$ cat src/design/lvfr_pkg.sv
// ----------------------------------------------------------------------------
// lvfr_pkg
// Shared constants and controller/datapath interface types for the volume
// fade generator.
// ----------------------------------------------------------------------------
package lvfr_pkg;

   localparam int FRAC_BITS  = 24;
   localparam int PORT_FRAC  = 16;
   localparam int PORT_SHIFT = FRAC_BITS - PORT_FRAC;
   localparam int PORT_W     = 20;
   localparam int LEVEL_W    = 4 + FRAC_BITS;
   localparam int STEP_W     = LEVEL_W + 1;
   localparam int MS_W       = 16;
   localparam int PROD_W     = STEP_W + MS_W + 1;
   localparam int NL_W       = PROD_W + 1;
   localparam int CNT_W      = $clog2(LEVEL_W + 1);

   localparam logic KIND_SET  = 1'b0;
   localparam logic KIND_TICK = 1'b1;

   // controller -> datapath
   typedef struct packed {
      logic capture;   // latch the accepted word, set up the divider
      logic div_step;  // one restoring divide step
      logic mul;       // register step * elapsed
      logic commit;    // update level/goal/step and the result
   } cmd_type;

   // datapath -> controller
   typedef struct packed {
      logic is_tick;
      logic fade_zero;
      logic active;    // level != goal and step != 0
      logic div_last;
   } status_type;

endpackage

$ cat src/design/lvfr_dpath.sv
// ----------------------------------------------------------------------------
// lvfr_dpath
// Level, goal and step registers, serial step divider and the tick
// multiply-accumulate with clamp.
// ----------------------------------------------------------------------------
module lvfr_dpath (
   input  logic                      clock,
   input  logic                      reset,
   input  lvfr_pkg::cmd_type         cmd,
   output lvfr_pkg::status_type      status,
   input  logic                      req_kind,
   input  logic [lvfr_pkg::PORT_W-1:0] req_target_level,
   input  logic [lvfr_pkg::MS_W-1:0] req_fade_ms,
   input  logic [lvfr_pkg::MS_W-1:0] req_elapsed_ms,
   output logic [lvfr_pkg::PORT_W-1:0] level_out,
   output logic                      applied,
   output logic                      ramping
);
   import lvfr_pkg::*;

   logic                       kind_ff;
   logic [LEVEL_W-1:0]         tgt_ff;
   logic [MS_W-1:0]            fade_ff;
   logic [MS_W-1:0]            el_ff;
   logic                       neg_ff;
   logic                       diff_nz_ff;
   logic [LEVEL_W-1:0]         dq_ff;
   logic [MS_W-1:0]            rem_ff;
   logic [CNT_W-1:0]           cnt_ff;
   logic signed [PROD_W-1:0]   prod_ff;
   logic [LEVEL_W-1:0]         level_ff, level_in;
   logic [LEVEL_W-1:0]         goal_ff, goal_in;
   logic signed [STEP_W-1:0]   step_ff, step_in;
   logic                       applied_ff, applied_in;

   logic [LEVEL_W-1:0]         tgt_new;
   logic signed [STEP_W-1:0]   diff;
   logic [LEVEL_W-1:0]         diff_mag;
   logic [MS_W:0]              trial;
   logic                       trial_ge;
   logic [LEVEL_W-1:0]         q_mag;
   logic signed [NL_W-1:0]     nl;
   logic signed [NL_W-1:0]     goal_ext;
   logic                       reach;
   logic                       active;

   assign tgt_new  = LEVEL_W'(req_target_level) << PORT_SHIFT;
   assign diff     = $signed({1'b0, tgt_new}) - $signed({1'b0, level_ff});
   assign diff_mag = diff[STEP_W-1] ? LEVEL_W'(-diff) : LEVEL_W'(diff);

   assign trial    = {rem_ff, dq_ff[LEVEL_W-1]};
   assign trial_ge = trial >= {1'b0, fade_ff};

   // truncated quotient; force one LSB so a tiny difference still ramps
   assign q_mag = (dq_ff == '0 && diff_nz_ff) ? LEVEL_W'(1) : dq_ff;

   assign nl       = NL_W'($signed({1'b0, level_ff})) + NL_W'(prod_ff);
   assign goal_ext = NL_W'($signed({1'b0, goal_ff}));
   assign reach    = step_ff[STEP_W-1] ? (nl <= goal_ext) : (nl >= goal_ext);

   assign active = (level_ff != goal_ff) && (step_ff != '0);

   always_comb begin
      level_in   = level_ff;
      goal_in    = goal_ff;
      step_in    = step_ff;
      applied_in = applied_ff;
      if (cmd.commit) begin
         if (kind_ff == KIND_SET) begin
            goal_in = tgt_ff;
            if (fade_ff == '0) begin
               level_in   = tgt_ff;
               step_in    = '0;
               applied_in = 1'b1;
            end else begin
               step_in    = neg_ff ? -$signed({1'b0, q_mag}) : $signed({1'b0, q_mag});
               applied_in = 1'b0;
            end
         end else if (!active) begin
            applied_in = 1'b0;
         end else begin
            applied_in = 1'b1;
            if (reach) begin
               level_in = goal_ff;
               step_in  = '0;
            end else begin
               level_in = nl[LEVEL_W-1:0];
            end
         end
      end
   end

   always_ff @(posedge clock) begin
      if (reset) begin
         level_ff   <= '0;
         goal_ff    <= '0;
         step_ff    <= '0;
         applied_ff <= 1'b0;
      end else begin
         level_ff   <= level_in;
         goal_ff    <= goal_in;
         step_ff    <= step_in;
         applied_ff <= applied_in;
      end
   end

   always_ff @(posedge clock) begin
      if (cmd.capture) begin
         kind_ff    <= req_kind;
         tgt_ff     <= tgt_new;
         fade_ff    <= req_fade_ms;
         el_ff      <= req_elapsed_ms;
         neg_ff     <= diff[STEP_W-1];
         diff_nz_ff <= diff != '0;
         dq_ff      <= diff_mag;
         rem_ff     <= '0;
         cnt_ff     <= '0;
      end else if (cmd.div_step) begin
         rem_ff <= trial_ge ? MS_W'(trial - {1'b0, fade_ff}) : MS_W'(trial);
         dq_ff  <= {dq_ff[LEVEL_W-2:0], trial_ge};
         cnt_ff <= cnt_ff + CNT_W'(1);
      end
      if (cmd.mul) begin
         prod_ff <= PROD_W'(step_ff * $signed({1'b0, el_ff}));
      end
   end

   assign status.is_tick   = kind_ff == KIND_TICK;
   assign status.fade_zero = fade_ff == '0;
   assign status.active    = active;
   assign status.div_last  = cnt_ff == CNT_W'(LEVEL_W - 1);

   assign level_out = level_ff[LEVEL_W-1 -: PORT_W];
   assign applied   = applied_ff;
   assign ramping   = active;

endmodule

$ cat src/design/lvfr_ctrl.sv
// ----------------------------------------------------------------------------
// lvfr_ctrl
// Sequencer: accept a word, route it, run divide or multiply when the word
// needs one, then commit into the result register.
// ----------------------------------------------------------------------------
module lvfr_ctrl (
   input  logic                  clock,
   input  logic                  reset,
   input  logic                  req_valid,
   output logic                  req_stall,
   output logic                  rsp_valid,
   input  logic                  rsp_stall,
   input  lvfr_pkg::status_type  status,
   output lvfr_pkg::cmd_type     cmd
);
   import lvfr_pkg::*;

   typedef enum logic [1:0] {
      ST_IDLE,
      ST_DIV,
      ST_MUL,
      ST_COMMIT
   } state_type;

   state_type state_ff, state_in;
   logic      rsp_valid_ff, rsp_valid_in;
   logic      accept;
   logic      out_free;

   assign accept   = req_valid && (state_ff == ST_IDLE);
   assign out_free = !rsp_valid_ff || !rsp_stall;

   always_comb begin
      state_in     = state_ff;
      rsp_valid_in = rsp_valid_ff && rsp_stall;
      cmd          = '0;
      unique case (state_ff)
         ST_IDLE: begin
            if (accept) begin
               // every accepted word passes the routing state first
               cmd.capture = 1'b1;
               state_in    = ST_MUL;
            end
         end
         ST_DIV: begin
            cmd.div_step = 1'b1;
            if (status.div_last) begin
               state_in = ST_COMMIT;
            end
         end
         ST_MUL: begin
            // route the captured word: commit for an immediate set, divide for a fading set, multiply for a tick
            if (!status.is_tick) begin
               state_in = status.fade_zero ? ST_COMMIT : ST_DIV;
            end else begin
               cmd.mul  = 1'b1;
               state_in = ST_COMMIT;
            end
         end
         ST_COMMIT: begin
            if (out_free) begin
               cmd.commit   = 1'b1;
               rsp_valid_in = 1'b1;
               state_in     = ST_IDLE;
            end
         end
         default: state_in = ST_IDLE;
      endcase
   end

   always_ff @(posedge clock) begin
      if (reset) begin
         state_ff     <= ST_IDLE;
         rsp_valid_ff <= 1'b0;
      end else begin
         state_ff     <= state_in;
         rsp_valid_ff <= rsp_valid_in;
      end
   end

   assign req_stall = state_ff != ST_IDLE;
   assign rsp_valid = rsp_valid_ff;

endmodule

$ cat src/design/linear_volume_fade_ramp.sv
// An accepted tick or immediate set passes the routing state and then commits;
// a fading set first runs 28 restoring-divide steps, one per cycle, in the
// step divider. One word is in work at a time, so the input takes no new word
// until the current one commits; the result register frees the input side while a result waits.
// Synchronous active-high reset clears level, goal and step to zero (no fade in progress)
// and drops rsp_valid.
// ----------------------------------------------------------------------------
// linear_volume_fade_ramp
// Linear volume fade generator: set commands load a target and fade time,
// tick words advance the level by step * elapsed ms with clamp at the goal.
// ----------------------------------------------------------------------------
module linear_volume_fade_ramp (
   input  logic                        clock,
   input  logic                        reset,
   // request channel
   input  logic                        req_valid,
   output logic                        req_stall,
   input  logic                        req_kind,
   input  logic [lvfr_pkg::PORT_W-1:0] req_target_level,
   input  logic [lvfr_pkg::MS_W-1:0]   req_fade_ms,
   input  logic [lvfr_pkg::MS_W-1:0]   req_elapsed_ms,
   // response channel
   output logic                        rsp_valid,
   input  logic                        rsp_stall,
   output logic [lvfr_pkg::PORT_W-1:0] rsp_level_out,
   output logic                        rsp_applied,
   output logic                        rsp_ramping
);
   import lvfr_pkg::*;

   cmd_type    cmd;
   status_type status;

   // Controller: accept one word, route it, then either
   //  - commit at once (immediate set),
   //  - iterate the divider for the per-ms step (fading set),
   //  - register step * elapsed and then add/clamp (tick).
   // Commit waits until the result register is free, so the response
   // fields, taken straight from the level/goal/step registers, hold
   // while the consumer stalls.
   lvfr_ctrl u_ctrl (
      .clock     (clock),
      .reset     (reset),
      .req_valid (req_valid),
      .req_stall (req_stall),
      .rsp_valid (rsp_valid),
      .rsp_stall (rsp_stall),
      .status    (status),
      .cmd       (cmd)
   );

   // Datapath: level/goal in Q4.24, signed step in internal LSBs per ms.
   lvfr_dpath u_dpath (
      .clock            (clock),
      .reset            (reset),
      .cmd              (cmd),
      .status           (status),
      .req_kind         (req_kind),
      .req_target_level (req_target_level),
      .req_fade_ms      (req_fade_ms),
      .req_elapsed_ms   (req_elapsed_ms),
      .level_out        (rsp_level_out),
      .applied          (rsp_applied),
      .ramping          (rsp_ramping)
   );

endmodule

$ cat config.mk
export PLATFORM = sky130hd
export DESIGN_NAME = linear_volume_fade_ramp
export DESIGN_NICKNAME = d
export VERILOG_FILES = /design/src/design/lvfr_pkg.sv /design/src/design/lvfr_dpath.sv /design/src/design/lvfr_ctrl.sv /design/src/design/linear_volume_fade_ramp.sv
export SDC_FILE = /design/constraint.sdc
export NUM_CORES = 2
export LEC_CHECK = 0
export BUFFER_PORTS_ARGS = -buffer_cell sky130_fd_sc_hd__buf_2
export CAP_MARGIN = 40
export CORE_MARGIN = 5
export CORE_UTILIZATION = 55
export DETAILED_ROUTE_END_ITERATION = 10
export PLACE_DENSITY = 0.72
export SETUP_SLACK_MARGIN = 0.3
export SYNTH_ARGS = -nofsm -noshare
export SYNTH_HDL_FRONTEND = slang
export SYNTH_SLANG_ARGS = --single-unit
$ cat constraint.sdc
create_clock -name clock -period 13.9 [get_ports clock]
set_clock_uncertainty 0.1 [all_clocks]
set_input_delay 2.78 -clock clock [delete_from_list [all_inputs] [get_ports clock]]
set_output_delay 2.78 -clock clock [all_outputs]
set_load 0.05 [all_outputs]
-- Word-level counts from Yosys, hierarchy flattened
Cells that the tools add are included.
- bits in registers: 231
- logic and storage cells: 89
- reductions and logical operators: 19
- $lt $le $gt $ge: 3
- multiply operators: 1
- eq/ne operators: 10
- mux-type cells: 33
- bitwise gates (word level): 1
- add/sub/neg operators: 6
- operator list (kind ; count):
    $mux 28 ; 8
    $mux 29 ; 5
    $reduce_bool 29->1 ; 2
    $add 29x46->47 ; 1
    $ge 47x29->1 ; 1
    $le 47x29->1 ; 1
    $mul 29x17->46 ; 1
    $neg 28->29 ; 1
    $sub 28x28->29 ; 1
    $logic_not 28->1 ; 1
    $ne 28x28->1 ; 1
    $neg 28->28 ; 1
    $ge 17x16->1 ; 1
    $logic_not 16->1 ; 1
    $mux 16 ; 1
    $sub 16x16->16 ; 1
    $mux 1 ; 13
    $mux 2 ; 5
    $reduce_and 3->1 ; 3
    $pmux 2 s4 ; 1
    $ne 2x2->1 const B ; 3
    $reduce_bool 2->1 ; 3
    $add 5x1->5 const B ; 1
    $eq 5x5->1 const B ; 1
    other kinds (9) ; 15

-- Logic depth before layout (Yosys ltp)
- word-level depth: 7
- depth in mapped cells: 25
- gate-level depth less buffers: 23

-- Cells and area by module
A second synthesis with hierarchy kept.
- cells, all modules: 3557
- area, all modules: 31565.3 um^2
- by module, submodules not included (module ; cells an instance ; area an instance (um^2) ; instances ; seq. area each (um^2)):
    lvfr_dpath ; 3530 ; 31321.3 ; 1 ; 5855.6
    lvfr_ctrl ; 27 ; 244.0 ; 1 ; 60.1

-- Worst setup path before layout
OpenSTA, ideal clock, no wires.
- path kind: reg2reg
- start point: reg u_dpath.el_ff[7]
- end point: reg u_dpath.prod_ff[43], data pin
- clock period less this slack: 6.875 ns
- library setup time: 0.259 ns
- buffers on the path: 2
- cell stages (with the launch flop): 25
- path slack: 7.025 ns
- data arrival time: 6.516 ns
- path through: edfxtp_1 -> clkbuf_1 -> clkbuf_1 -> and2_1 -> fa_1 -> inv_1 -> fa_1 -> fa_1 -> inv_1 -> fa_1 -> fa_1 -> inv_1 -> fa_1 -> inv_1 -> ha_1 -> and3_1 -> and4_1 -> o21ai_0 -> o21ai_0 -> o221ai_1 -> o211ai_1 -> nand2_1 -> o41ai_1 -> nor3_1 -> a211o_1
- word-level cells in the longest chain between the ends: 1
- ends and longest elaborated chain (element ; RTL line ; source):
    from (decl) ; lvfr_dpath.sv:24 ; logic [MS_W-1:0] el_ff;
    from (signal assigned) ; lvfr_dpath.sv:112 ; el_ff <= req_elapsed_ms;
    $mul 29x17->46 ; lvfr_dpath.sv:124 ; prod_ff <= PROD_W'(step_ff * $signed({1'b0, el_ff}));
    to (signal assigned) ; lvfr_dpath.sv:124 ;
    to (decl) ; lvfr_dpath.sv:30 ; logic signed [PROD_W-1:0] prod_ff;
Every way passes these cells.
A chain may end at the register's enable or synchronous reset.

-- Final worst setup path
- start point: reg u_dpath.step_ff[5]
- end point: reg u_dpath.prod_ff[43], data pin
- word-level cells in the longest chain between the ends: 1
- ends and longest elaborated chain (element ; RTL line ; source):
    from (decl) ; lvfr_dpath.sv:33 ; logic signed [STEP_W-1:0] step_ff, step_in;
    from (signal assigned) ; lvfr_dpath.sv:102 ; step_ff <= step_in;
    $mul 29x17->46 ; lvfr_dpath.sv:124 ;
Every way passes these cells.

==> flow_summary.ini <==
[floorplanning]
initial_utilization_pct = 55.5
rows = 88
fp.dieH_um = 252
dieArea_um2 = 63300
core_region_area_um2 = 57800
io_pins = 81
die_w_um = 252

[routing]
drtPass1Iterations = 5
drt_wl_total_mm = 87.8
wl_per_cell_um = 19.9
viasPerCell = 5.81
vias = 25600
drc = 0
final_antenna_net_count = 0
drt_iter0_markers = 2025

[global_routing]
grt_pass1_vias = 25500
grt_antenna_before_repair = 0
grt_pass1_wl_mm = 140
grt_overflow = 0
grtUsageTotal_pct = 27.6
grt_max_degree = 72

[sta]
max_slew.worst_pin.slew_ns = 1.00
finalSetupViolCount = 0
maxSlewHeadroom_pct = 33.2
hold_viol = 0
rsz0062_at_grt = no
max_freq_ghz = 0.126
period_minus_slack_ns = 7.96
maxSlewViolCount = 0
fin_setup_tns_ns = 0
period_share_pct = 57.3

[power]
ir_worst_vdd_mv = 0.115
p_clk_share_pct = 21.6
combPwrFrac_pct = 45.6
p_int_uw = 1920
seqPwrFrac_pct = 32.9
switching_share_pct = 44.1
leakage_uw = 0.0158
switching_power_uw = 1520
power-per-cell-area_nw_per_um2 = 101

[place]
routabilityCongestion = 0.984
dp_hpwl_mm = 68.3
port_buffers = 80
dp_cells = 4357

[logic_synthesis]
yosys_warnings = 0
synth-seq-area-share_pct = 18.4
synth-async-reset-ratio_pct = 0
synth-edff-count = 129
ys_ff_latch = 231
netlist-cell-type-count = 100
synth_cells = 3662
avgSynthCellArea_um2 = 8.77
synth_area_um2 = 32100
synth_fp_nets = 4371
ys_dominant_reg_cell = edfxtp_1

[worst_setup_path]
endpoint_kind = flop
critPathMostFrequentCell = fa_1
crit_fanout = 18
slowest_delay_ns = 0.82
crit_arrival_ns = 8.17
cp.required_ns = 14.11
crit_buf_inv = 5
critPathTopFamily = adder cells
slowest_stage = dfxtp_1
crit_type = reg -> reg
path_cells = nand2_1, fa_1, inv_1, fa_1, inv_1, fa_1, inv_1, fa_1, fa_1, inv_1, fa_1, inv_1, ha_1, and3_1, and4_1, o21ai_0, o21ai_0, o221ai_1, o211ai_1, nand2_1, o41ai_1, nor3_1, a211o_1
critPathLaunchType = flop

[clock_network]
cts_hold_buf = 0
numCtsBuffers = 28
path_clk_slew_ns = 0.07
ctsResizeCount = 0
clock-sinks = 231
cts.path.max_buffers = 3
root_buffer = clkbuf_16
cts_tree = done
h-tree-depth = 1
postCtsSetupRepairBufs = 0
clock_latency_ns = 0.59

[layout]
nFillCells = 5113
mostFrequentLayoutCells = inv_1 (663), nand2_1 (456), fa_1 (449)
layout-drive-gt1-share_pct = 6.17
final_nets = 4331
diodes = 0
area_growth_pct = 6.13
final_cells = 4409
final_common_cell = inv_1

[run_status]
outcome = finished, final reports clean

[job]
maxCapViolCount = 0

[hold_path]
hp-class = reg -> reg
==> tightest hold or removal path: stages (launching register included) <==
cell	delay (ns)
dfxtp_1	0.33
nand2_1	0.06
a21oi_1	0.05
==> per-stage QoR <==
step / hold WS, ns / area [µm²] / total power (µW) / setup WS [ns] / utilization [%]
after floorplan: 0.347 / 32100 / 2190 / 7.03 / -
after global placement: 0.360 / 32800 / 2630 / 5.85 / 56.7
after detailed placement: 0.377 / 33200 / 2690 / 6.06 / 57.4
after CTS: 0.386 / 34100 / 3440 / 6.00 / 59.0
after global routing: 0.415 / 34100 / 3670 / 5.47 / 59.0
final: 0.389 / 34100 / 3440 / 5.94 / 59.0
==> power by group through the flow <==
stage          sequential, µW  combinational [µW]  clock (µW)
6_report                 1130                1570         741
3_5_place_dp             1140                1550           0
4_1_cts                  1120                1560         755
3_3_place_gp             1170                1450           0
5_1_grt                  1140                1750         781
2_1_floorplan            1040                1150           0
==> sequential cells by signal (all words and copies together), names as in the netlist, 20 cells and up <==
name              flops
u_dpath.step_ff      29
u_dpath.level_ff     28
u_dpath.dq_ff        28
u_dpath.goal_ff      20
u_dpath.tgt_ff       20
u_dpath.prod_ff      46
==> final cells by class <==
cell class,count,area [µm²],area share (%)
Clock inverter,10,83.8,0.246
Tap cell,765,957,2.81
Sequential cell,231,5920,17.4
Inverter,664,2490,7.31
Multi-Input combinational cell,2573,22800,67.0
Timing Repair Buffer,124,958,2.81
Clock buffer,42,835,2.45
==> Yosys cell counts (10+ instances only) <==
cell / number / area share, %
clkbuf_1: 145 / 1.7
nand3b_1: 10 / 0.23
fa_1: 449 / 28
o31ai_1: 15 / 0.35
buf_2: 21 / 0.33
a31oi_1: 40 / 0.78
a21o_1: 36 / 0.84
and2_1: 217 / 4.2
xnor2_1: 104 / 2.8
o311ai_0: 16 / 0.44
mux2i_1: 11 / 0.34
o21a_1: 20 / 0.47
xor2_1: 77 / 2.1
inv_1: 664 / 7.8
dfxtp_1: 102 / 6.4
buf_4: 22 / 0.51
or2_2: 12 / 0.23
or3_1: 25 / 0.49
o21ai_0: 140 / 2.2
a21oi_1: 158 / 2.5
nor2_1: 140 / 1.6
o21bai_1: 16 / 0.37
nor4_1: 36 / 0.70
ha_1: 203 / 7.9
nand2_1: 457 / 5.3
and3_1: 20 / 0.39
a211oi_1: 20 / 0.47
nor3_1: 43 / 0.67
edfxtp_1: 129 / 12
nand4_1: 37 / 0.72
o211ai_1: 10 / 0.23
nor2b_1: 13 / 0.25
nand3_1: 47 / 0.73
nand2b_1: 24 / 0.47
o22ai_2: 10 / 0.39
==> per-layer routing <==
metal  GRT usage, %  vias up  part of all wire (%)
met4           10.7        0                   4.5
li1               -    11800                     -
met2           44.7     1031                    47
met1           38.0    12600                    41
met5              0        -                     0
met3           3.81      216                   7.6
==> final timing paths <==
path	start	end	slack, ns	cells after the start
max reg2reg	u_dpath.step_ff[5]	u_dpath.prod_ff[43]	5.94	23
max	u_dpath.step_ff[5]	u_dpath.prod_ff[43]	5.94	23
min reg2reg	u_dpath.goal_ff[24]	u_dpath.goal_ff[24]	0.39	2
min	u_dpath.goal_ff[24]	u_dpath.goal_ff[24]	0.39	2
==> logic make-up after synthesis <==
group           after synthesis  share of synthesized area (%)
fa+ha+maj                   652                           35.9
mux                          15                          0.483
flops                       231                           18.4
compound gates              601                           12.4
buf+inv                     858                           10.5
simple gates               1124                           17.3
xor+xnor                    181                           4.94
Note: power is estimated with default switching activity, not from simulation.
